## config.mk

```make
export PLATFORM = sky130hd
export DESIGN_NAME = jcd_apb_regs
export DESIGN_NICKNAME = d
export VERILOG_FILES = /design/src/rtl/assert_macros.svh /design/src/rtl/jcd_pkg.sv /design/src/rtl/jcd_apb_regs.sv
export SDC_FILE = /design/constraint.sdc
export NUM_CORES = 1
export LEC_CHECK = 0
export BUFFER_PORTS_ARGS = -buffer_cell sky130_fd_sc_hd__clkbuf_2
export CAP_MARGIN = 15
export CORE_ASPECT_RATIO = 0.75
export CORE_MARGIN = 4
export CORE_UTILIZATION = 26
export DETAILED_ROUTE_END_ITERATION = 16
export MAX_ROUTING_LAYER = met4
export PLACE_DENSITY = 0.59
export SYNTH_ARGS = -nofsm -noshare
export SYNTH_HDL_FRONTEND = slang
export SYNTH_SLANG_ARGS = --single-unit
```

## constraint.sdc

```tcl
create_clock -name clk_i -period 1.8 [get_ports clk_i]
set_clock_uncertainty 0.15 [all_clocks]
set_input_delay 0 -clock clk_i [delete_from_list [all_inputs] [get_ports clk_i]]
set_output_delay 0 -clock clk_i [all_outputs]
set_load 0.02 [all_outputs]
```

## src/rtl/assert_macros.svh

```systemverilog
// Assertion macros for the RTL files.
`ifndef ASSERT_MACROS_SVH
`define ASSERT_MACROS_SVH

`ifndef SYNTHESIS

// Checked at every clock edge outside reset.
`define JCD_ASSERT(name, prop) \
  name: assert property (@(posedge clk_i) disable iff (!rst_ni) prop) \
    else $error("assertion failed: %m");

// Checked at every clock edge, reset included.
`define JCD_ASSERT_ALWAYS(name, prop) \
  name: assert property (@(posedge clk_i) prop) \
    else $error("assertion failed: %m");

`else

`define JCD_ASSERT(name, prop)
`define JCD_ASSERT_ALWAYS(name, prop)

`endif

`endif

```

## src/rtl/jcd_pkg.sv

```systemverilog
`timescale 1ns / 1ps

package jcd_pkg;

  typedef enum logic [3:0] {
    MSG_FIGHT    = 4'd0,
    MSG_REMOTE   = 4'd1,
    MSG_GO_FAST  = 4'd2,
    MSG_REFLECT  = 4'd3,
    MSG_ANALOG_X = 4'd4,
    MSG_ANALOG_Y = 4'd5,
    MSG_ACCEL_X  = 4'd6,
    MSG_ACCEL_Y  = 4'd7,
    MSG_OTHER    = 4'd8
  } msg_type_e;

  typedef enum logic [2:0] {
    EV_NONE       = 3'd0,
    EV_FIGHT_ON   = 3'd1,
    EV_FIGHT_OFF  = 3'd2,
    EV_REMOTE_ON  = 3'd3,
    EV_REMOTE_OFF = 3'd4,
    EV_GO_FAST    = 3'd5,
    EV_REFLECT    = 3'd6
  } event_e;

  typedef enum logic [1:0] {
    S_IDLE  = 2'd0,
    S_SETUP = 2'd1,
    S_DIV   = 2'd2,
    S_OUT   = 2'd3
  } state_e;

  localparam int unsigned PADDR_W = 3;
  localparam int unsigned PDATA_W = 32;

  localparam logic REG_X_MINIMUM = 1'b0;
  localparam logic REG_Y_MINIMUM = 1'b1;

  localparam logic [7:0] CENTER_ACCEL     = 8'd127;
  localparam logic [7:0] PERCENT_FULL     = 8'd100;
  localparam logic [7:0] FULL_SCALE       = 8'd255;
  localparam logic [7:0] PERCENT_NEG_FULL = 8'h9C;

  localparam int unsigned DIVIDEND_W = 15;
  localparam int unsigned QUOTIENT_W = 7;
  localparam int unsigned DIV_STEPS  = QUOTIENT_W;

  typedef struct packed {
    logic [3:0] msg_type;
    logic [7:0] raw_value;
  } msg_t;

  typedef struct packed {
    logic [2:0]        event_code;
    logic signed [7:0] x_percent;
    logic signed [7:0] y_percent;
  } res_t;

  typedef struct packed {
    logic [7:0] x_minimum;
    logic [7:0] y_minimum;
  } cfg_t;

  typedef struct packed {
    logic busy;
    logic done;
  } div_status_t;

  function automatic logic [DIVIDEND_W-1:0] times_hundred(input logic [7:0] value);
    times_hundred = DIVIDEND_W'({value, 6'b0}) + DIVIDEND_W'({value, 5'b0})
                  + DIVIDEND_W'({value, 2'b0});
  endfunction

endpackage

```

## src/rtl/jcd_apb_regs.sv

```systemverilog
`timescale 1ns / 1ps

module jcd_apb_regs (
  input  logic                           clk_i,
  input  logic                           rst_ni,
  input  logic                           psel,
  input  logic                           penable,
  input  logic                           pwrite,
  input  logic [jcd_pkg::PADDR_W-1:0]    paddr,
  input  logic [jcd_pkg::PDATA_W-1:0]    pwdata,
  output logic [jcd_pkg::PDATA_W-1:0]    prdata,
  output logic                           pready,
  output jcd_pkg::cfg_t                  cfg_o
);

  logic          wr_en;
  logic          reg_sel;
  jcd_pkg::cfg_t cfg_q;

  assign pready  = 1'b1;
  assign wr_en   = psel && penable && pwrite && pready;
  assign reg_sel = paddr[2];

  always_ff @(posedge clk_i or negedge rst_ni) begin
    if (!rst_ni) begin
      cfg_q <= '0;
    end else if (wr_en) begin
      if (reg_sel == jcd_pkg::REG_X_MINIMUM) begin
        cfg_q.x_minimum <= pwdata[7:0];
      end else begin
        cfg_q.y_minimum <= pwdata[7:0];
      end
    end
  end

  always_comb begin
    if (reg_sel == jcd_pkg::REG_Y_MINIMUM) begin
      prdata = jcd_pkg::PDATA_W'(cfg_q.y_minimum);
    end else begin
      prdata = jcd_pkg::PDATA_W'(cfg_q.x_minimum);
    end
  end

  assign cfg_o = cfg_q;

endmodule

```

---- After elaboration in Yosys (flattened, before gate mapping) ----
Index checks and enable logic that the tools add are counted.
word-level totals
  bits of input ports ..................... 40
  logic and storage cells ................. 8
  bits in registers ....................... 16
  output and inout bits ................... 49
operators by class
  reductions and logical operators ........ 4
  muxes and demuxes ....................... 1
  bitwise gates (word level) .............. 1
operators by type and width
  kind               count
  $mux 8             1
  $reduce_and 2->1   2
  $logic_and 1x1->1  2
  $not 1->1          1

---- Longest topological paths before layout ----
Gate-level depths: netlist of the first run.
  depth in word-level cells ............... 3
  depth in mapped cells ................... 3
  depth with buffers taken out ............ 2

---- Least setup slack after synthesis of the first run ----
No wires, ideal clock.
  path type ............................... reg2reg
  start ................................... reg, netlist name cfg_o[10]
  end ..................................... reg cfg_q (netlist bit cfg_o[10])
  setup slack ............................. 812 ps
  library setup time ...................... 125 ps
  period minus slack after synthesis ...... 988 ps
  cell stages (with the launch flop) ...... 2
  arrival time ............................ 713 ps
  required time ........................... 1525 ps
  path buffers ............................ 0
  cell sequence ........................... dfrtp_1 mux2_2
RTL lines
  element    line                text
  to (decl)  jcd_apb_regs.sv:18  jcd_pkg::cfg_t cfg_q;

---- Final worst setup path of the first run ----
  start ................................... reg cfg_q (netlist bit cfg_o[5])
  end ..................................... out prdata[5] (netlist name)
between the ends
  cells in the longest elaborated chain, start to end .. 1
ends and longest elaborated chain
  element    line                text
  $mux 8     jcd_apb_regs.sv:37  if (reg_sel == jcd_pkg::REG_Y_MINIMUM) begin
  to (decl)  jcd_apb_regs.sv:11  output logic [jcd_pkg::PDATA_W-1:0] prdata,
Every way passes these cells.

==> impl_results.rst, run 1 <==
.. list-table::
   :header-rows: 1

   * - Metric
     - Value
   * - Result of the run
     - complete, no violations
   * - Async set or reset register ratio after synthesis
     - 100%
   * - Class of the tightest hold or removal check
     - primary input to async pin
   * - Starting utilization of the core area
     - a little over a quarter
   * - Power per standard cell area
     - 1110 nW/um2
   * - Mean routed wirelength per cell
     - 12.6 um
   * - Detailed-placement wirelength estimate
     - approximately 1.5 mm
   * - TritonCTS clock tree
     - done
   * - Peak per-stage delay on the critical path
     - 400 ps
   * - Number of gates resized after cts
     - 0
   * - Count of boundary I/O pins
     - 89
   * - Unrepaired setup endpoints after global routing
     - no
   * - Overall die area
     - 4570 um2
   * - Largest fanout on the critical path
     - 3
   * - Number of distinct standard cells referenced by the synthesized netlist
     - 7
   * - Total detailed-routing wirelength
     - 1.98 mm
   * - Cell at the root of the clock tree
     - sky130_fd_sc_hd__clkbuf_8
   * - Post-synthesis cell area
     - 922 um2
   * - Classification of the worst setup path
     - flop to output pin
   * - Main flop type after synthesis
     - sky130_fd_sc_hd__dfrtp_1
   * - Worst hold slack across all endpoints
     - 65.2 ps
   * - Standby leakage power
     - 0.618 nW
   * - Buffer depth of the longest clock path
     - 2
   * - Maximum operating frequency
     - a little over 800 MHz
   * - Period utilization
     - 67.8%
   * - Hold Vio Cnt, Final
     - 0
   * - Post-CTS repair timing setup buffer count
     - 0
   * - Global routing usage summed across all routing layers
     - under 10%
   * - Accumulated negative setup slack
     - 0 ps
   * - Clock transition at the registers of the reported paths
     - ~60 ps
   * - Total CTS buffers
     - 3
   * - Final setup viols
     - 0
   * - Number of clock sinks seen by CTS
     - 16
   * - Initial antenna violation count
     - 0
   * - Global-route wire length before repair
     - approximately 3 mm
   * - Syn Area/Cell
     - roughly 13 um2
   * - IR drop worst, VDD
     - between 0.5 and 0.6 mV
   * - Worst-path cell chain
     - mux2_2 > clkbuf_2
   * - Area fraction of the dominant cell type after synthesis
     - 43.4%
   * - Post-synthesis sequential area ratio
     - between 40% and 50%
   * - Global route overflow
     - 0
   * - Via count of the first global-routing pass
     - 579
   * - Top cell type by total area after synthesis
     - sky130_fd_sc_hd__dfrtp_1
   * - Reg-to-reg slack, setup
     - 870 ps
   * - Worst Setup Start Kind
     - flop
   * - Placeable core area
     - about 3400 um2
   * - Final antenna-violating net count
     - 0
   * - Critical path arrival
     - 1070 ps
   * - Quantity of I/O buffers inserted on ports
     - 37
   * - Leading cell types by total area after synthesis
     - sky130_fd_sc_hd__dfrtp_1 43%, sky130_fd_sc_hd__mux2_2 29%, sky130_fd_sc_hd__buf_4 20%
   * - Final max-slew violation count
     - 0
   * - Maximum number of pins on one net before global-route repair
     - 17
   * - Cells after synthesis
     - 70
   * - Via density
     - 3.91
   * - Final weighted congestion in routability-driven placement
     - 0.647
   * - Number of H-tree levels
     - 1
   * - Commonest cells in the synthesized netlist
     - 25 x sky130_fd_sc_hd__buf_4, 24 x sky130_fd_sc_hd__mux2_2, 16 x sky130_fd_sc_hd__dfrtp_1, 2 x sky130_fd_sc_hd__conb_1
   * - Fraction of final layout cells sized beyond drive strength 1
     - 57.3%
   * - Hold_buf cts
     - 9
   * - Worst skew pair latency
     - around 240 ps
   * - Number of placement rows
     - 18
   * - Y dimension of the die
     - 59.6 um
   * - Synth warn
     - 0
   * - Starting DRC count in detailed routing
     - 6
   * - Number of storage elements in the synthesis netlist
     - 16
   * - Post-synthesis to final-layout area growth
     - 29.0%
   * - Cell with the most instances after synthesis
     - sky130_fd_sc_hd__buf_4
   * - EDFF count, synth
     - 0
   * - Worst setup EP type
     - output pin
   * - CP required
     - 1650 ps
   * - Reg2reg path depth
     - 1
   * - Vias
     - 614
   * - Slowest library cell on the worst path
     - sky130_fd_sc_hd__dfrtp_1
   * - Max-cap violation count
     - 0
   * - X dimension of the die
     - 76.8 um
   * - Ant. Diodes
     - 0
   * - Detailed-route DRC error count
     - 0
   * - Number of search-and-repair iterations in the first detailed-routing pass
     - 3
   * - Net count, final
     - 158
   * - Largest register FFs
     - 16
   * - Min cycle time layout
     - 1220 ps
-- cell usage in the layout (no fill, tap or decap), drive strengths merged --
cell type,Yosys,routed
nand4,1,1
nand4b,1,1
conb,2,25
dlygate4sd3,0,9
mux2,24,24
dfrtp,16,16
clkbuf,0,41
-- worst paths after layout --
check	to	from
min in group clk_i	cfg_o[12]	penable
worst min-delay path	cfg_o[13]	rst_ni
worst min register to register	cfg_o[12]	cfg_o[12]
worst max register to register	cfg_o[15]	cfg_o[15]
worst max-delay path	prdata[5]	cfg_o[5]
max in group asynchronous	cfg_o[11]	rst_ni
-- power by group --
part / internal [W] / switching [W]
sequential: 0.000440 / 0.0000553
combinational: 0.000198 / 0.000311
clock: 0.000194 / 0.000122
-- area by class of cell --
cell class	instances	area (um2)
clock buffers	4	55.1
well taps	40	50.0
fillers	323	2170
flip-flops and latches	16	400
multi-input cells	51	409
repair buffers	46	275
-- kinds of logic (layout without fill, tap and decap cells) --
group | Yosys count | in the layout | synth area share (%)
other | 2 | 25 | 0.814
buffers and inverters | 26 | 50 | 21.6
and+or+nand+nor | 2 | 2 | 4.88
DFF | 16 | 16 | 43.4
muxes | 24 | 24 | 29.3
-- metrics by stage --
stage               cell area, um2  util (%)  instances  worst slack [ps]  total power (W)
finish                        1190      35.5        157               579          0.00132
global route                  1190      35.5        157               531          0.00140
CTS                           1190      35.5        157               572          0.00134
detailed placement            1040      31.1        144               562          0.00100
global placement              1040      31.1        144               577         0.000985
floorplan                     1010         -         93               812         0.000867
-- per-layer routing --
metal | vias up | part of all wire (%) | wire (um) | GRT usage, %
li1 | 285 | - | - | -
met1 | 291 | 43 | 858 | 10.4
met2 | 38 | 46 | 908 | 14.0
met3 | 0 | 11 | 210 | 5.02
met4 | 0 | 0 | 0 | 0.775
met5 | - | 0 | 0 | -
-- worst max-delay path, delay by kind of cell, from the launching register on --
family,cells,cell delay (ps)
buf+inv,1,150
flops,1,400
mux,1,270
Power figures use the tool's default switching activity.
==> run 2, diff against run 1 <==
- PLACE_DENSITY: 0.59 -> 0.61
- clock period: 1.8 -> 1 ns (I/O delays scaled with it)
==> impl_results.rst, run 2 (synthesized netlist as in run 1, its figures left out) <==
.. list-table::
   :header-rows: 1

   * - Metric
     - Value
   * - Net count, final
     - around 180
   * - Detailed-placement wirelength estimate
     - about 1.6 mm
   * - Quantity of I/O buffers inserted on ports
     - 37
   * - Clock transition at the registers of the reported paths
     - 70 ps
   * - Via count of the first global-routing pass
     - 760
   * - Starting DRC count in detailed routing
     - 20
   * - IR drop worst, VDD
     - 1.09 mV
   * - Worst reg2reg endpoint
     - cfg_o[14]
   * - Count of boundary I/O pins
     - 89
   * - Reg2reg path depth
     - 3
   * - Overall die area
     - 4570 um2
   * - Final setup viols
     - 36
   * - Starting utilization of the core area
     - 27.5%
   * - Number of H-tree levels
     - 1
   * - Reg-to-reg slack, setup
     - -130 ps
   * - TritonCTS clock tree
     - done
   * - Mean routed wirelength per cell
     - 14.2 um
   * - Total detailed-routing wirelength
     - 2.49 mm
   * - Setup ws final
     - -204 ps
   * - Storage element area
     - about 400 um2
   * - Max-cap violation count
     - 0
   * - Design Power
     - ~0.0032 W
   * - Post-DP Area
     - 1060 um2
   * - Violated checks
     - setup timing
   * - Number of placement rows
     - 18
   * - Power per standard cell area
     - 1990 nW/um2
   * - Unrepaired setup endpoints after global routing
     - yes
   * - Global route overflow
     - 0
   * - Placeable core area
     - roughly 3400 um2
   * - Ant. Diodes
     - 0
   * - Critical path arrival
     - 1050 ps
   * - Area of all placed cells without fillers
     - between 1500 and 2000 um2
   * - Area taken by multi-input logic gates
     - approximately 470 um2
   * - FILL cells
     - 317
   * - Worst Setup Start Kind
     - flop
   * - Global routing usage summed across all routing layers
     - between 10% and 20%
   * - Y dimension of the die
     - between 50 and 60 um
   * - Min cycle time layout
     - 1200 ps
   * - Cell at the root of the clock tree
     - sky130_fd_sc_hd__clkbuf_8
   * - Number of clock sinks seen by CTS
     - 16
   * - Maximum operating frequency
     - 831 MHz
   * - Detailed-route DRC error count
     - 0
   * - Classification of the worst setup path
     - flop to output pin
   * - Class of the tightest hold or removal check
     - primary input to async pin
   * - Maximum number of pins on one net before global-route repair
     - 17
   * - Hold Vio Cnt, Final
     - 0
   * - Number of search-and-repair iterations in the first detailed-routing pass
     - 2
   * - Largest fanout on the critical path
     - 2
   * - Vias
     - 692
   * - X dimension of the die
     - 76.8 um
   * - Worst setup EP type
     - output pin
   * - Largest register FFs
     - 16
   * - Period utilization
     - 120%
   * - Initial antenna violation count
     - 0
   * - Buffer depth of the longest clock path
     - 2
   * - Via density
     - 3.95
   * - Fraction of final layout cells sized beyond drive strength 1
     - roughly 63%
   * - Final weighted congestion in routability-driven placement
     - 0.592
   * - Result of the run
     - finished, violations left
   * - Final antenna-violating net count
     - 0
   * - Standby leakage power
     - 0.846 nW
   * - Launch point of the critical path
     - cfg_o[15]
   * - Worst skew pair latency
     - 250 ps
   * - Final max-slew violation count
     - 0
   * - Post-synthesis to final-layout area growth
     - 72.5%
   * - Global-route wire length before repair
     - 3.64 mm
   * - CP required
     - 850 ps
   * - Leading cell types in the layout, fill and taps excluded
     - 25 x sky130_fd_sc_hd__conb_1, 25 x sky130_fd_sc_hd__buf_6, 17 x sky130_fd_sc_hd__mux2_4
   * - Reg-to-Reg Start
     - cfg_o[14]
   * - Total CTS buffers
     - 3
[run 2: worst max-delay path: stages, from the launching register on]
cell,delay [ps]
sky130_fd_sc_hd__dfrtp_1,380
sky130_fd_sc_hd__mux2_4,290
sky130_fd_sc_hd__buf_8,130
[run 2: how the worst max path moves through the flow]
stage | to | slack (ps) | depth (start not counted)
final | prdata[7] | -200 | 2
after global routing | prdata[6] | -240 | 2
after CTS | prdata[5] | -220 | 2
after detailed placement | cfg_o[9] | -50 | 3
after global placement | cfg_o[8] | -40 | 3
after floorplan | cfg_o[10] | 10 | 1
[run 2: area by class of cell]
| type | count | share of cell area [%] |
|---|---|---|
| Clock buffer | 4 | 3.46 |
| Multi-Input combinational cell | 51 | 29.7 |
| Sequential cell | 16 | 25.2 |
| Tap cell | 40 | 3.15 |
| Timing Repair Buffer | 64 | 38.5 |
[run 2: metal layers]
layer  routed length [um]  up-vias  part of all wire, %  GRT usage, %
li1                     -      316                    -             -
met1                  970      348                   39          12.1
met2                 1380       28                   55          19.7
met3                  140        0                  5.6          1.98
met4                    0        0                    0          3.88
met5                    0        -                    0             -
[run 2: through the flow]
stage | setup TNS (ps) | utilization [%] | instances | setup slack, ps | hold slack (ps)
CTS | -2820 | 42.3 | 173 | -220 | 70.8
detailed placement | -317 | 31.6 | 146 | -49.6 | -192
global route | -3870 | 47.4 | 175 | -237 | 129
finish | -2860 | 47.4 | 175 | -204 | 75.5
global placement | -292 | 31.6 | 146 | -37.7 | -215
floorplan | 0 | - | 93 | 12.2 | -446
[run 2: where the power goes]
part           leakage, nW  switching [W]  internal, W
sequential           0.192      0.0000919     0.000791
clock               0.0288       0.000227     0.000349
combinational        0.625       0.000726     0.000976
total                0.846        0.00104      0.00212
[run 2: timing repair]
item | in CTS | in global routing
hold endpoints to repair | 32 | 0
gates resized for setup | 27 | 67
setup buffers | 14 | 7
endpoints found under the setup margin | 8 | 36
pin swaps | 0 | 0
hold buffers | 9 | 0
==> run 3, diff against run 2 <==
- TNS_END_PERCENT: default -> 50
==> impl_results.rst, run 3 (synthesized netlist as in run 1, its figures left out) <==
.. list-table::
   :header-rows: 1

   * - Metric
     - Value
   * - Result of the run
     - finished, violations left
   * - Violated checks
     - setup timing
   * - Number of H-tree levels
     - 1
   * - Vias
     - 674
   * - Setup slack after placement
     - -49.6 ps
   * - Clock transition at the registers of the reported paths
     - 70 ps
   * - Mean routed wirelength per cell
     - 13.1 um
   * - Class of the tightest hold or removal check
     - primary input to async pin
   * - Fraction of final layout cells sized beyond drive strength 1
     - 62.4%
   * - CP required
     - approximately 850 ps
   * - TritonCTS clock tree
     - done
   * - Ant. Diodes
     - 0
   * - Overall die area
     - 4570 um2
   * - Final antenna-violating net count
     - 0
   * - Maximum operating frequency
     - around 800 MHz
   * - Starting utilization of the core area
     - 27.5%
   * - Quantity of I/O buffers inserted on ports
     - 37
   * - IR drop worst, VDD
     - approximately 1.2 mV
   * - Slowest library cell on the worst path
     - sky130_fd_sc_hd__dfrtp_1
   * - Final max-slew violation count
     - 0
   * - Via density
     - about 4
   * - Unrepaired setup endpoints after global routing
     - yes
   * - Post-DP Area
     - 1060 um2
   * - Power per standard cell area
     - a little under 2000 nW/um2
   * - Maximum number of pins on one net before global-route repair
     - 17
   * - Total CTS buffers
     - 3
   * - Net count, final
     - around 170
   * - Y dimension of the die
     - 59.6 um
   * - Cell at the root of the clock tree
     - sky130_fd_sc_hd__clkbuf_8
   * - Post-synthesis to final-layout area growth
     - 62.8%
   * - Placeable core area
     - 3360 um2
   * - Detailed-placement wirelength estimate
     - 1.58 mm
   * - Count of boundary I/O pins
     - 89
   * - Peak per-stage delay on the critical path
     - roughly 390 ps
   * - Starting DRC count in detailed routing
     - 28
   * - FILL cells
     - 315
   * - Global route overflow
     - 0
   * - Leading cell types in the layout, fill and taps excluded
     - 25 x sky130_fd_sc_hd__conb_1, 23 x sky130_fd_sc_hd__buf_6, 19 x sky130_fd_sc_hd__clkbuf_2
   * - Most common library cell in the layout ignoring fill and taps
     - sky130_fd_sc_hd__conb_1
   * - Buffer depth of the longest clock path
     - 2
   * - Crit path buf inv count
     - 1
   * - Worst Setup Start Kind
     - flop
   * - Final weighted congestion in routability-driven placement
     - 0.592
   * - Number of placement rows
     - 18
   * - Worst skew pair latency
     - about 240 ps
   * - Area of all placed cells without fillers
     - 1500 um2
   * - Classification of the worst setup path
     - flop to output pin
   * - Largest register FFs
     - 16
   * - Standby leakage power
     - 0.789 nW
   * - Hold Vio Cnt, Final
     - 0
   * - Period utilization
     - 121%
   * - Final setup viols
     - 29
   * - Total detailed-routing wirelength
     - 2.27 mm
   * - Critical path arrival
     - 1060 ps
   * - Setup ws final
     - -213 ps
   * - X dimension of the die
     - 76.8 um
   * - Detailed-route DRC error count
     - 0
   * - Family with the most delay on the worst path
     - flip-flops
   * - Initial antenna violation count
     - 0
   * - Global routing usage summed across all routing layers
     - 9.49%
   * - Number of search-and-repair iterations in the first detailed-routing pass
     - 2
   * - Largest fanout on the critical path
     - 3
   * - Worst-path cell chain
     - mux2_2 > buf_6
   * - Share of the core filled with cells
     - 44.7%
   * - Number of clock sinks seen by CTS
     - 16
   * - Max-cap violation count
     - 0
   * - Worst setup EP type
     - output pin
   * - Min cycle time layout
     - between 1000 and 1500 ps
   * - Via count of the first global-routing pass
     - 700
   * - Global-route wire length before repair
     - about 3.2 mm
[run 3: changes by cell type in the layout (fill, tap and decap cells not counted), sizes merged]
| cell | before | now |
|---|---|---|
| clkbuf | 19 | 23 |
| buf | 40 | 34 |
[run 3: path summary, 6_finish.rpt]
check	from	slack (ps)	cells after the start	to
min	rst_ni	50	2	cfg_o[1]
max	cfg_o[1]	-210	2	prdata[1]
max reg2reg	cfg_o[10]	-130	3	cfg_o[10]
max in group asynchronous	rst_ni	350	2	cfg_o[4]
min in group clk_i	paddr[2]	100	3	cfg_o[5]
min reg2reg	cfg_o[0]	390	1	cfg_o[0]
[run 3: layout make-up]
class	count	area [um2]	share of cell area [%]
repair buffers	62	549	36.6
multi-input cells	51	447	29.7
flip-flops and latches	16	400	26.7
clock buffers	4	55.1	3.67
well taps	40	50.0	3.33
[run 3: per-layer routing]
metal  share of wire [%]  vias up  GRT usage [%]
met2                  55       28           17.0
met4                   0        0           3.88
met3                 5.7        0           1.98
met5                   0        -              -
li1                    -      311              -
met1                  39      335           10.5
[run 3: repair_timing]
item                                   CTS  global route
hold buffers                             9             0
setup buffers                            6             9
endpoints found under the hold margin   32             0
resized for setup                       10            59
setup endpoints to repair                8            21
pin swaps                                0             0
[run 3: per-stage QoR]
stage	cells	hold WS, ps	setup TNS, ps	power [W]
5_1_grt	173	120	-3500	0.00312
6_report	173	53.2	-2710	0.00297
3_5_place_dp	146	-192	-317	0.00182
2_1_floorplan	93	-446	0	0.00156
3_3_place_gp	146	-215	-292	0.00179
4_1_cts	165	70.8	-2200	0.00258
[run 3: power breakdown]
group / internal, W / switching (W) / total (W)
sequential: 0.000791 / 0.0000974 / 0.000889
clock: 0.000349 / 0.000220 / 0.000569
combinational: 0.000833 / 0.000679 / 0.00151
