[src/rtl/assert_macros.svh]
// Assertion macros for the RTL files.
`ifndef ASSERT_MACROS_SVH
`define ASSERT_MACROS_SVH

`ifndef SYNTHESIS

// Checked at every clock edge outside reset.
`define JCD_ASSERT(name, prop) \
  name: assert property (@(posedge clk_i) disable iff (!rst_ni) prop) \
    else $error("assertion failed: %m");

// Checked at every clock edge, reset included.
`define JCD_ASSERT_ALWAYS(name, prop) \
  name: assert property (@(posedge clk_i) prop) \
    else $error("assertion failed: %m");

`else

`define JCD_ASSERT(name, prop)
`define JCD_ASSERT_ALWAYS(name, prop)

`endif

`endif

[src/rtl/jcd_pkg.sv]
`timescale 1ns / 1ps

package jcd_pkg;

  typedef enum logic [3:0] {
    MSG_FIGHT    = 4'd0,
    MSG_REMOTE   = 4'd1,
    MSG_GO_FAST  = 4'd2,
    MSG_REFLECT  = 4'd3,
    MSG_ANALOG_X = 4'd4,
    MSG_ANALOG_Y = 4'd5,
    MSG_ACCEL_X  = 4'd6,
    MSG_ACCEL_Y  = 4'd7,
    MSG_OTHER    = 4'd8
  } msg_type_e;

  typedef enum logic [2:0] {
    EV_NONE       = 3'd0,
    EV_FIGHT_ON   = 3'd1,
    EV_FIGHT_OFF  = 3'd2,
    EV_REMOTE_ON  = 3'd3,
    EV_REMOTE_OFF = 3'd4,
    EV_GO_FAST    = 3'd5,
    EV_REFLECT    = 3'd6
  } event_e;

  typedef enum logic [1:0] {
    S_IDLE  = 2'd0,
    S_SETUP = 2'd1,
    S_DIV   = 2'd2,
    S_OUT   = 2'd3
  } state_e;

  localparam int unsigned PADDR_W = 3;
  localparam int unsigned PDATA_W = 32;

  localparam logic REG_X_MINIMUM = 1'b0;
  localparam logic REG_Y_MINIMUM = 1'b1;

  localparam logic [7:0] CENTER_ACCEL     = 8'd127;
  localparam logic [7:0] PERCENT_FULL     = 8'd100;
  localparam logic [7:0] FULL_SCALE       = 8'd255;
  localparam logic [7:0] PERCENT_NEG_FULL = 8'h9C;

  localparam int unsigned DIVIDEND_W = 15;
  localparam int unsigned QUOTIENT_W = 7;
  localparam int unsigned DIV_STEPS  = QUOTIENT_W;

  typedef struct packed {
    logic [3:0] msg_type;
    logic [7:0] raw_value;
  } msg_t;

  typedef struct packed {
    logic [2:0]        event_code;
    logic signed [7:0] x_percent;
    logic signed [7:0] y_percent;
  } res_t;

  typedef struct packed {
    logic [7:0] x_minimum;
    logic [7:0] y_minimum;
  } cfg_t;

  typedef struct packed {
    logic busy;
    logic done;
  } div_status_t;

  function automatic logic [DIVIDEND_W-1:0] times_hundred(input logic [7:0] value);
    times_hundred = DIVIDEND_W'({value, 6'b0}) + DIVIDEND_W'({value, 5'b0})
                  + DIVIDEND_W'({value, 2'b0});
  endfunction

endpackage

[src/rtl/jcd_divider.sv]
`timescale 1ns / 1ps

module jcd_divider (
  input  logic                                clk_i,
  input  logic                                rst_ni,
  input  logic                                start_i,
  input  logic [jcd_pkg::DIVIDEND_W-1:0]      dividend_i,
  input  logic [7:0]                          divisor_i,
  output logic [jcd_pkg::QUOTIENT_W-1:0]      quotient_o,
  output jcd_pkg::div_status_t                status_o
);

  localparam int unsigned QW = jcd_pkg::QUOTIENT_W;

  // The quotient never exceeds 100, so the upper dividend bits start out
  // below the divisor and only the low bits need a restoring step each.
  logic [7:0]    rem_q;
  logic [QW-1:0] shf_q;
  logic [7:0]    div_q;
  logic [2:0]    cnt_q;
  logic          busy_q;
  logic          done_q;
  logic [8:0]    trial;
  logic [8:0]    trial_sub;
  logic          fits;

  assign trial     = {rem_q, shf_q[QW-1]};
  assign fits      = trial >= {1'b0, div_q};
  assign trial_sub = trial - {1'b0, div_q};

  always_ff @(posedge clk_i or negedge rst_ni) begin
    if (!rst_ni) begin
      busy_q <= 1'b0;
      done_q <= 1'b0;
      cnt_q  <= '0;
    end else if (start_i) begin
      busy_q <= 1'b1;
      done_q <= 1'b0;
      cnt_q  <= 3'(jcd_pkg::DIV_STEPS);
    end else if (busy_q) begin
      cnt_q <= cnt_q - 3'd1;
      if (cnt_q == 3'd1) begin
        busy_q <= 1'b0;
        done_q <= 1'b1;
      end
    end else begin
      done_q <= 1'b0;
    end
  end

  always_ff @(posedge clk_i) begin
    if (start_i) begin
      rem_q <= dividend_i[jcd_pkg::DIVIDEND_W-1:QW];
      shf_q <= dividend_i[QW-1:0];
      div_q <= divisor_i;
    end else if (busy_q) begin
      rem_q <= fits ? trial_sub[7:0] : trial[7:0];
      shf_q <= {shf_q[QW-2:0], fits};
    end
  end

  assign quotient_o    = shf_q;
  assign status_o.busy = busy_q;
  assign status_o.done = done_q;

endmodule

[config.mk]
export PLATFORM = sky130hd
export DESIGN_NAME = jcd_divider
export DESIGN_NICKNAME = d
export VERILOG_FILES = /design/src/rtl/assert_macros.svh /design/src/rtl/jcd_pkg.sv /design/src/rtl/jcd_divider.sv
export SDC_FILE = /design/constraint.sdc
export NUM_CORES = 1
export LEC_CHECK = 0
export ABC_AREA = 1
export BUFFER_PORTS_ARGS = -buffer_cell sky130_fd_sc_hd__buf_2
export CAP_MARGIN = 5
export CORE_MARGIN = 8
export CORE_UTILIZATION = 54
export CTS_CLUSTER_DIAMETER = 80
export CTS_CLUSTER_SIZE = 30
export DETAILED_ROUTE_END_ITERATION = 7
export GPL_TIMING_DRIVEN = 0
export PLACE_DENSITY = 0.83
export SYNTH_ARGS = -nofsm -noshare
export SYNTH_HDL_FRONTEND = slang
export SYNTH_SLANG_ARGS = --single-unit
export TNS_END_PERCENT = 30
[constraint.sdc]
create_clock -name clk_i -period 2.3 [get_ports clk_i]
set_clock_uncertainty 0.1 [all_clocks]
set_input_delay 0.115 -clock clk_i [delete_from_list [all_inputs] [get_ports clk_i]]
set_output_delay 0.115 -clock clk_i [all_outputs]
set_load 0.005 [all_outputs]
==> After elaboration in Yosys (flattened, before gate mapping) <==
Cells that the tools add are included.
{ "word_totals": {"regBits": 28, "latch_bits": 0, "mem_bits_rw": 0, "mem_bits_ro": 0, "in_bits": 26, "output_inout_bits": 9, "elab_cells": 25, "mem_count": 0} }
{ "op_classes": {"n_addsub": 2, "multipliers": 0, "div": 0, "magnitude_cmp": 1, "n_eq_ne": 2, "shifts": 0, "mux": 13, "bitwise_logic": 0, "reduce_logical": 1} }
{ "ops": {"columns": ["cell", "count"], "rows": [
  ["$mux W8", 3],
  ["$mux W7", 2],
  ["$ge A9 B8 Y1", 1],
  ["$sub A8 B8 Y8", 1],
  ["$mux W1", 6],
  ["$mux W3", 2],
  ["$eq A3 B1 Y1 const B", 1],
  ["$ne A3 B2 Y1 const B", 1],
  ["$sub A3 B1 Y3 const B", 1],
  ["$reduce_bool A2 Y1", 1]
]} }

==> Longest topological paths before layout <==
Gate-level depths: netlist of the first run.
{ "logic_depth": {"word_depth": 4, "depth_mapped": 12, "ltp_nobuf": 12} }

==> Worst setup path after synthesis of the first run <==
Ideal clock, no wire load.
{ "synth_timing": {"kind": "register -> register", "start": "reg shf_q[6], in the netlist quotient_o[6]", "end": "reg rem_q[6] (data pin)", "setup_ns": 0.253, "arrival_ns": 1.448, "t_required_ns": 1.947, "slack_ns": 0.499, "stages_incl_launch_ff": 12, "n_path_buf": 0, "synth_period_minus_slack_ns": 1.801, "path_cell_list": "edfxtp_1 > inv_1 > ha_1 > fa_1 > inv_1 > nand3_1 > nand3_1 > nand2_1 > nand2_1 > nand2_1 > nand3_1 > nand2_1"} }
{ "synth_via": {"elab_chain_len": 4, "elab_cells_between_ends": 5, "classes_between": "add/sub (1); order compare (1); mux (3)"} }
{ "synth_rtl": {"columns": ["element", "line", "source"], "rows": [
  ["from (decl)", "jcd_divider.sv:18", "logic [QW-1:0] shf_q;"],
  ["from (signal assigned)", "jcd_divider.sv:54", "shf_q <= dividend_i[QW-1:0];"],
  ["from (signal assigned)", "jcd_divider.sv:58", "shf_q <= {shf_q[QW-2:0], fits};"],
  ["$sub A8 B8 Y8 / $ge A9 B8 Y1 (equally long branches)", "jcd_divider.sv:29, jcd_divider.sv:28", null],
  ["$mux W8 (*)", "jcd_divider.sv:57", "rem_q <= fits ? trial_sub[7:0] : trial[7:0];"],
  ["$mux W8 (*)", "jcd_divider.sv:56", "end else if (busy_q) begin"],
  ["$mux W8 (*)", "jcd_divider.sv:52", "if (start_i) begin"],
  ["to (signal assigned)", "jcd_divider.sv:53", "rem_q <= dividend_i[jcd_pkg::DIVIDEND_W-1:QW];"],
  ["to (signal assigned)", "jcd_divider.sv:57", null],
  ["to (decl)", "jcd_divider.sv:17", "logic [7:0] rem_q;"]
]} }
Mark *: on every way between the ends. The rest lies on a longest branch, timed or not. The select of a mux whose other input is x is not followed.
A chain may end at the register's enable or synchronous reset.

==> Final worst setup path of the first run <==
{ "layout_timing": {"start": "reg rem_q[4]", "end": "reg rem_q[4] (data pin)"} }
{ "layout_via": {"elab_chain_len": 4} }
{ "layout_rtl": {"columns": ["element", "line", "source"], "rows": [
  ["$ge A9 B8 Y1", "jcd_divider.sv:28", "assign fits = trial >= {1'b0, div_q};"],
  ["$mux W8", "jcd_divider.sv:57", null],
  ["$mux W8", "jcd_divider.sv:56", null],
  ["$mux W8", "jcd_divider.sv:52", null]
]} }
No other way between the ends. The select of a mux whose other input is x is not followed.

==> results of run 1 <==
-- metrics by stage --
step | cell area, µm² | utilization, %
after floorplan | 1700 | -
after global placement | 1920 | 63.6
after detailed placement | 1920 | 63.6
after CTS | 2180 | 72.0
after global routing | 2180 | 72.0
final | 2180 | 72.0
-- sequential cells by signal, summed over array words and instances (netlist names) --
register	cells
rem_q	8
busy_q	1
done_q	1
quotient_o	7
cnt_q	3
div_q	8
-- kinds of logic (layout without fill, tap and decap cells) --
group                    count (synthesis)  in the layout  share of synthesized area (%)
AND/OR/NAND/NOR                        108            108                           30.9
buffers and inverters                   31             92                           7.58
flip-flops                              28             28                           48.0
adder cells (fa/ha/maj)                 11             11                           8.54
AO/OA/AOI/OAI                           11             11                           3.46
XOR/XNOR                                 3              3                           1.55
-- cells in the mapped netlist --
cell,count
nand2_1,69
nand2_4,2
a31oi_1,3
inv_2,1
nor2_1,9
buf_2,1
inv_1,24
buf_4,3
nand3_1,14
dfrtp_1,5
nand3b_1,7
nor2_4,1
nand4_1,1
o21ai_0,2
clkbuf_1,1
nand2_8,1
nand3_4,1
edfxtp_1,23
a21oi_1,6
clkinv_1,1
xor2_1,3
nand2_2,1
fa_1,1
ha_1,10
nor3_4,1
or2_4,1
-- worst max-delay path, delay by kind of cell (launching register included) --
family        cells  cell delay [ps]
fa+ha+maj         1              380
simple gates      8              840
flops             1              430
-- cells in the final DEF (no fill, tap or decap), drive strengths merged --
| cell | count |
|---|---|
| buf | 38 |
| nor3 | 1 |
| nor2 | 10 |
| or2 | 1 |
| nand3b | 7 |
| edfxtp | 23 |
| o21ai | 2 |
| a31oi | 3 |
| a21oi | 6 |
| inv | 25 |
| dfrtp | 5 |
| nand4 | 1 |
| nand3 | 15 |
| ha | 10 |
| xor2 | 3 |
| dlygate4sd3 | 23 |
| clkbuf | 4 |
| fa | 1 |
| clkinv | 2 |
| nand2 | 73 |
-- routing by layer --
| layer | share of wire [%] | track usage (%) |
|---|---|---|
| met4 | 1.2 | 3.85 |
| met1 | 42 | 18.8 |
| met5 | 0 | 0 |
| met3 | 6.7 | 4.55 |
| met2 | 50 | 25.6 |
-- path summary, 6_finish.rpt --
path / slack [ps] / to
min: 30 / done_q
min in group clk_i: 50 / quotient_o[0]
min reg2reg: 410 / cnt_q[2]
max reg2reg: 340 / rem_q[4]
max in group asynchronous: 1940 / cnt_q[2]
max: 340 / rem_q[4]
-- cell type report --
type,instances,area [µm²]
well taps,44,55.1
repair buffers,57,400
clock inverters,1,3.75
inverters,26,97.6
flip-flops and latches,28,816
fillers,220,847
clock buffers,3,22.5
plain buffers,5,31.3
multi-input cells,133,754
-- where the power goes --
group          leakage [nW]  switching, mW  internal (mW)
logic                 0.780          0.585          0.404
clock network        0.0154          0.140         0.0637
registers             0.293         0.0717          0.696
-- what timing repair did --
action | 4_1_cts | 5_1_grt
buffers inserted | 0 | 0
hold buffers | 23 | 0
endpoints found under the hold margin | 27 | 0
==> results by group, run 1 <==
Die
  • Core area: 3030 µm²
  • Row cnt: 20
  • Starting density of the core: about 56%
  • Die area: 5200 µm²
  • Io pins: 35
  • Die Y: 72.1 µm
  • Die width: 72.1 µm

Drt
  • Pre-antenna DRT Iters: 4
  • Routed Antenna Nets: 0
  • Post-Route WL: 3.89 mm
  • Residual DRC count: 0
  • Detailed Route Iter0 Violations: between 50 and 60
  • DR vias: 1453
  • Vias per cell: 4.89
  • Routed len/inst: ~13 µm

Global route
  • Initial antenna violation count: 0
  • Global route total overflow: 0
  • First-pass GRT wire length: 6.35 mm
  • Largest net degree at the start of global routing: 17
  • Number of global-route vias before repair: 1419
  • Total GRT Usage: about 15%

Setup path
  • Worst r2r src: rem_q[4]
  • CP arrival: slightly below 2000 ps
  • CP Launch Type: flip-flop
  • Worst endpoint required time: 2310 ps
  • Critical Path Fanout Max: 10
  • R2R depth: 9
  • Slowest Stage Delay on Critical Path: 430 ps
  • Most used cell, CP: nand2_1
  • Slowest-stage cell, CP: edfxtp_1
  • Worst setup path class: flip-flop to flip-flop
  • CP Capture Type: flip-flop
  • Crit path from: rem_q[4]
  • Crit path cell chain: ha_1, nand2_1, nor2_1, nand2_1, nand2_1, nor2_4, nand3b_1, nand3_1, nand2_1

Run
  • Maximum Capacitance Violations: 0

Finish
  • N_diodes: 0
  • Share of layout cells above drive strength 1: a little under 20%
  • Final net count: 291
  • Post-route insts no fill: 297
  • P&R area growth vs syn: 28.4%

Synth
  • Synthesis-stage register bit count: 28
  • Syn. warnings: 0
  • Post-synth top area cell: edfxtp_1
  • Top post-synthesis cells by area: edfxtp_1, nand2_1, dfrtp_1
  • Mapped Area: 1700 µm²
  • Post-Syn Area per Cell: slightly below 9 µm²
  • Yosys top cell area share: 40.6%
  • Syn nets: 229
  • Synth unique cells: 26
  • Sequential area share after synthesis: 48.0%
  • Synthesized instance count: 192

Timing
  • RSZ-0062 raised after global routing: no
  • Worst setup margin: 343 ps
  • Slew HR: 60.3%
  • Max Fclk: 0.511 GHz
  • Final Cycle Share: 85.1%
  • # setup viols final: 0
  • Min Tclk post-route: 1960 ps
  • Final hold violations: 0
  • Worst Tran Pin Value: 595 ps
  • Max-slew violation count: 0
  • Final TNS setup: 0 ps
  • Hold slack: roughly 34 ps

Pwr
  • Maximum vdd drop: 0.508 mV
  • Total power after layout: 1.96 mW
  • Pleak: about 1.1 nW
  • Power per standard cell area: 899 nW/µm²

Place
  • Dpl ws: approximately 360 ps
  • # placed instances: 270
  • Port Buf Inserts: 34
  • GP Congestion: 0.846
  • DP Wirelength: 2.77 mm

Clock network
  • Post-CTS Resized: 0
  • Clock Latency Late Sink: 330 ps
  • Clock sink count: 28
  • Clk slew on worst S/H paths: 150 ps
  • Root buf cell: clkbuf_4
  • CTS buffer count: 3
  • H-Tree Depth: 1
  • Max Buffers Root-to-Sink: 2
  • CTS tree: yes

Status
  • Status: complete, no violations

Min path
  • Worst hold path class: primary input to asynchronous set/reset pin
Note: power is estimated with default switching activity, not from simulation.
==> inputs of run 2 (changes only) <==
==> constraint.sdc (replaced) <==
create_clock -name clk_i -period 2.3 [get_ports clk_i]
set_clock_uncertainty 0.1 [all_clocks]
set_input_delay 0.69 -clock clk_i [delete_from_list [all_inputs] [get_ports clk_i]]
set_output_delay 0.69 -clock clk_i [all_outputs]
set_load 0.005 [all_outputs]
==> run 2 against run 1 <==
Net effect: sequential share of layout area is 4.4 points higher; die area is the same; final cell count is 7.7% lower; worst setup slack better by 0.94 ps; register-to-register slack barely moved.
==> results by group, run 2 (synthesized netlist as in run 1, its figures left out) <==
Pwr
  • Reg power frac: 39.9% (+0.7 points)
  • Pleak: 0.993 nW (-8.8%)
  • Power per standard cell area: 987 nW/µm² (+9.7%)
  • Combinational group share of total power: 49.7% (-0.7 points)
  • Clock Power Share: 10.4% (about the same)
  • Internal: 1.14 mW (-2.2%)
  • Sw Pwr: 0.786 mW (-1.4%)
  • Switching part of the total: 40.9% (+0.20 points)
  • Maximum vdd drop: 0.493 mV (-3.1%)

Die
  • Die area: 5200 µm² (unchanged)
  • Io pins: 35 (unchanged)
  • Die Y: 72.1 µm (unchanged)
  • Starting density of the core: 56.1% (unchanged)
  • Core area: 3030 µm² (unchanged)
  • Row cnt: 20 (unchanged)
  • Die width: 72.1 µm (unchanged)

Drt
  • Detailed Route Iter0 Violations: 70 (+30%)
  • Residual DRC count: 0 (unchanged)
  • Post-Route WL: 3.43 mm (-12%)
  • Routed len/inst: 12.5 µm (-4.4%)
  • Routed Antenna Nets: 0 (unchanged)
  • Pre-antenna DRT Iters: 5 (+1)
  • DR vias: 1346 (-7.4%)
  • Vias per cell: 4.91 (+0.41%)

Timing
  • Max Fclk: 0.511 GHz (about the same)
  • Max-slew violation count: 0 (unchanged)
  • Worst setup margin: 344 ps (+0.940 ps)
  • RSZ-0062 raised after global routing: no
  • Min Tclk post-route: 1960 ps (-0.940 ps)
  • Slew HR: 59.8% (-0.49 points)
  • Final hold violations: 0 (unchanged)
  • Final TNS setup: 0 ps (unchanged)
  • # setup viols final: 0 (unchanged)
  • Final Cycle Share: 85.0% (about the same)
  • Worst Tran Pin Value: 602 ps (+7.29 ps)

Finish
  • Share of layout cells above drive strength 1: 21.7% (+2.0 points)
  • Commonest non-fill, non-tap cell in the layout: nand2_1
  • N_diodes: 0 (unchanged)
  • Final net count: 268 (-7.9%)
  • Most frequent cells in the layout: nand2_1, buf_2, inv_1
  • Layout fillers: 260 (+18%)
  • P&R area growth vs syn: 14.8%

Setup path
  • CP Capture Type: flip-flop
  • Worst path bufs/invs: 0 (unchanged)
  • Most used cell, CP: nand2_1
  • Worst r2r src: rem_q[4]
  • CP arrival: 1960 ps (about the same)
  • Worst endpoint required time: 2310 ps (about the same)
  • Critical Path Fanout Max: 10 (unchanged)
  • Crit path from: rem_q[4]
  • Slowest-stage cell, CP: edfxtp_1
  • Slowest Stage Delay on Critical Path: 430 ps (about the same)
  • Crit path cell chain: ha_1, nand2_1, nor2_1, nand2_1, nand2_1, nor2_4, nand3b_1, nand3_1, nand2_1
  • CP top delay family: simple AND/OR/NAND/NOR gates
  • CP Launch Type: flip-flop
  • Worst setup path class: flip-flop to flip-flop

Clock network
  • Clk slew on worst S/H paths: 140 ps (about the same)
  • Clock Latency Late Sink: 320 ps (about the same)
  • Post-CTS Setup Bufs: 0 (unchanged)
  • Post-CTS Resized: 0 (unchanged)
  • Hold Buf Count CTS: 0 (-100%)
  • CTS buffer count: 3 (unchanged)
  • Root buf cell: clkbuf_4
  • Max Buffers Root-to-Sink: 2 (unchanged)
  • Clock sink count: 28 (unchanged)
  • CTS tree: yes
  • H-Tree Depth: 1 (unchanged)

Global route
  • Number of global-route vias before repair: 1323 (-6.8%)
  • Total GRT Usage: 13.8% (-1.5 points)
  • Met3 Resource Use GR: 3.99% (-0.55 points)
  • Global route total overflow: 0 (unchanged)
  • GRT Max-Usage Layer: met2
  • GRT met2 Usage: 22.5% (-3.1 points)
  • M1 GR Usage: 17.3% (-1.6 points)
  • Initial antenna violation count: 0 (unchanged)
  • First-pass GRT wire length: 5.71 mm (-10%)
  • Largest net degree at the start of global routing: 17 (unchanged)

Place
  • Dpl ws: 86.6 ps (-275 ps)
  • Port Buf Inserts: 34 (unchanged)
  • DP Wirelength: 2.77 mm (unchanged)
  • GP Congestion: 0.846 (unchanged)

Status
  • Status: complete, no violations

Run
  • Maximum Capacitance Violations: 0 (unchanged)

Min path
  • Worst hold path class: primary input to asynchronous set/reset pin
-- run 2: changes by cell type in the layout (fill, tap and decap cells not counted), sizes merged --
cell and change:
dlygate4sd3 -23
-- run 2: final timing paths --
kind	endpoint	slack (ps)	cells after the start
max	rem_q[4]	340	9
min	cnt_q[0]	50	1
min in group clk_i	cnt_q[2]	410	1
max reg2reg	rem_q[4]	340	9
max in group asynchronous	cnt_q[2]	1920	1
min reg2reg	cnt_q[2]	410	1
-- run 2: power groups by stage --
stage | clock, mW | combinational [mW] | sequential (mW)
after CTS | 0.210 | 0.959 | 0.767
final | 0.200 | 0.957 | 0.767
after detailed placement | 0 | 0.957 | 0.776
after global routing | 0.231 | 1.08 | 0.784
after global placement | 0 | 0.926 | 0.776
after floorplan | 0 | 0.756 | 0.763
-- run 2: cell type report --
| cell class | count | area (µm²) | share of cell area (%) |
|---|---|---|---|
| buffer | 5 | 31.3 | 1.60 |
| clock buffer | 3 | 22.5 | 1.15 |
| tap | 44 | 55.1 | 2.82 |
| clock inverter | 1 | 3.75 | 0.192 |
| multi-input combinational | 133 | 754 | 38.7 |
| sequential | 28 | 816 | 41.8 |
| timing repair buffer | 34 | 170 | 8.72 |
| inverter | 26 | 97.6 | 5.00 |
-- run 2: metrics by stage --
stage	area [µm²]	instances	hold slack (ps)	utilization, %	power, mW
4_1_cts	1950	274	40.2	64.4	1.94
3_5_place_dp	1920	270	391	63.6	1.73
2_1_floorplan	1700	192	294	-	1.52
6_report	1950	274	51.1	64.4	1.92
5_1_grt	1950	274	33.3	64.4	2.10
3_3_place_gp	1920	270	386	63.6	1.70
-- run 2: per-layer routing --
layer	routed length [µm]	vias to the layer above
li1	-	696
met1	1540	610
met2	1650	36
met3	207	4
met4	33	0
met5	0	-
-- run 2: worst reg2reg max path: stages, from the launching register on --
cell	delay [ps]
edfxtp_1	430
ha_1	380
nand2_1	100
nor2_1	50
nand2_1	60
nand2_1	80
nor2_4	260
nand3b_1	130
nand3_1	110
nand2_1	50
==> inputs of run 3 (changes only) <==
Settings changed: CORE_MARGIN 8 to 10, CORE_UTILIZATION 54 to 25, PLACE_DENSITY 0.83 to 0.47.
==> run 3 against run 2 <==
Net effect: worst hold slack improved by 68 ps; final cell count grew 12%; sequential power up 0.9%; critical path depth unchanged; clock power rose by 35%; register-to-register slack lost 30 ps; die area rose by 100%; core utilization shrank 33 points; critical path type unchanged; critical endpoint is now rem_q[1]; largest cell class unchanged; largest power group unchanged.
==> results by group, run 3 (synthesized netlist as in run 1, its figures left out) <==
Status
  • Status: complete, no violations

Pwr
  • Power per standard cell area: 991 nW/µm² (+0.44%)
  • Pleak: 1.00 nW (+0.74%)
  • Maximum vdd drop: 0.406 mV (-18%)

Global route
  • Initial antenna violation count: 0 (unchanged)
  • Global route total overflow: 0 (unchanged)
  • Largest net degree at the start of global routing: 17 (unchanged)
  • Number of global-route vias before repair: 1455 (+10%)
  • Total GRT Usage: 7.66% (-6.2 points)
  • First-pass GRT wire length: 6.53 mm (+14%)

Setup path
  • CP Capture Type: flip-flop
  • Crit path from: rem_q[4]
  • Critical Path Fanout Max: 10 (unchanged)
  • CP Launch Type: flip-flop
  • Critical path destination: rem_q[1]
  • CP arrival: 1930 ps (-30 ps)
  • Worst r2r src: rem_q[4]
  • Worst endpoint required time: 2240 ps (-70 ps)
  • RR Endpoint: rem_q[1]
  • Worst setup path class: flip-flop to flip-flop
  • R2r setup slk: 310 ps (-30 ps)
  • R2R depth: 9 (unchanged)

Clock network
  • Root buf cell: clkbuf_8
  • CTS tree: yes
  • Max Buffers Root-to-Sink: 2 (unchanged)
  • Clock Latency Late Sink: 270 ps (-50 ps)
  • Clk slew on worst S/H paths: 90 ps (-50 ps)
  • Post-CTS Setup Bufs: 0 (unchanged)
  • H-Tree Depth: 1 (unchanged)
  • Post-CTS Resized: 0 (unchanged)
  • Clock sink count: 28 (unchanged)
  • CTS buffer count: 3 (unchanged)
  • Hold Buf Count CTS: 0 (unchanged)

Die
  • Die width: 102 µm (+42%)
  • Io pins: 35 (unchanged)
  • Core area: 6460 µm² (+110%)
  • Die Y: 102 µm (+42%)
  • Row cnt: 29 (+45%)
  • Die area: 10500 µm² (+100%)
  • Starting density of the core: 26.3% (-30 points)

Finish
  • P&R area growth vs syn: 18.3%
  • Share of layout cells above drive strength 1: 21.7% (unchanged)
  • N_diodes: 0 (unchanged)
  • Most frequent cells in the layout: nand2_1, buf_2, inv_1
  • Commonest non-fill, non-tap cell in the layout: nand2_1
  • Final net count: 268 (unchanged)

Timing
  • Max-slew violation count: 0 (unchanged)
  • Worst setup margin: 311 ps (-33.3 ps)
  • Slew HR: 58.6% (-1.2 points)
  • Final TNS setup: 0 ps (unchanged)
  • Final Cycle Share: 86.5% (+1.4 points)
  • Final hold violations: 0 (unchanged)
  • RSZ-0062 raised after global routing: no
  • Min Tclk post-route: 1990 ps (+33.3 ps)
  • Worst Tran Pin Value: 620 ps (+18.2 ps)
  • # setup viols final: 0 (unchanged)
  • Max Fclk: 0.503 GHz (-1.7%)

Drt
  • Detailed Route Iter0 Violations: 61 (-13%)
  • Routed Antenna Nets: 0 (unchanged)
  • Routed len/inst: 12.2 µm (-2.4%)
  • DR vias: 1315 (-2.3%)
  • Pre-antenna DRT Iters: 4 (-1)
  • Vias per cell: 4.28 (-13%)
  • Post-Route WL: 3.75 mm (+9.4%)
  • Residual DRC count: 0 (unchanged)

Place
  • Port Buf Inserts: 34 (unchanged)
  • DP Wirelength: 3.01 mm (+8.4%)
  • Dpl ws: 25.1 ps (-61.5 ps)
  • GP Congestion: 0.814 (-3.8%)

Min path
  • Worst hold path class: primary input to asynchronous set/reset pin

Run
  • Maximum Capacitance Violations: 0 (unchanged)
==> run 3: metal layers <==
| layer | GRT usage (%) | part of all wire, % |
|---|---|---|
| met1 | 9.43 | 46 |
| met2 | 12.8 | 49 |
| met3 | 1.89 | 4.5 |
| met4 | 2.60 | 0.64 |
| met5 | 0 | 0 |
==> run 3: area by class of cell <==
| type | count | area [µm²] |
|---|---|---|
| Timing Repair Buffer | 34 | 170 |
| Multi-Input combinational cell | 133 | 754 |
| Inverter | 26 | 97.6 |
| Tap cell | 77 | 96.3 |
| Buffer | 5 | 31.3 |
| Sequential cell | 28 | 816 |
| Clock buffer | 4 | 45.0 |
| Fill cell | 707 | 4450 |
==> run 3: metrics by stage <==
step           total power [mW]  util, %  cells  hold slack (ps)  cell area [µm²]
2_1_floorplan              1.52        -    192              294             1700
3_3_place_gp               1.74     30.4    303              384             1970
3_5_place_dp               1.74     30.4    303              392             1970
4_1_cts                    2.02     31.1    307              112             2010
5_1_grt                    2.21     31.1    307              104             2010
6_report                   1.99     31.1    307              119             2010
==> run 3: critical path, stage by stage (launching register included) <==
cell and delay, ps:
edfxtp_1 420, ha_1 380, nand2_1 100, nor2_1 50, nand2_1 70, nand2_1 80, nor2_4 250, nand3_1 150
nand3_1 100, nand2_1 50
==> run 3: worst min path at each step <==
stage	startpoint	endpoint	slack, ps	cells after the start
2_1_floorplan	rst_ni	busy_q	290	0
3_3_place_gp	cnt_q[2]	cnt_q[2]	380	1
3_5_place_dp	cnt_q[2]	cnt_q[2]	390	1
4_1_cts	rst_ni	cnt_q[0]	110	1
5_1_grt	rst_ni	cnt_q[0]	100	1
6_report	rst_ni	cnt_q[0]	120	1
==> run 3: power breakdown <==
part | total (mW) | switching [mW] | internal (mW)
clock | 0.270 | 0.146 | 0.124
sequential | 0.774 | 0.0759 | 0.698
combinational | 0.949 | 0.569 | 0.379
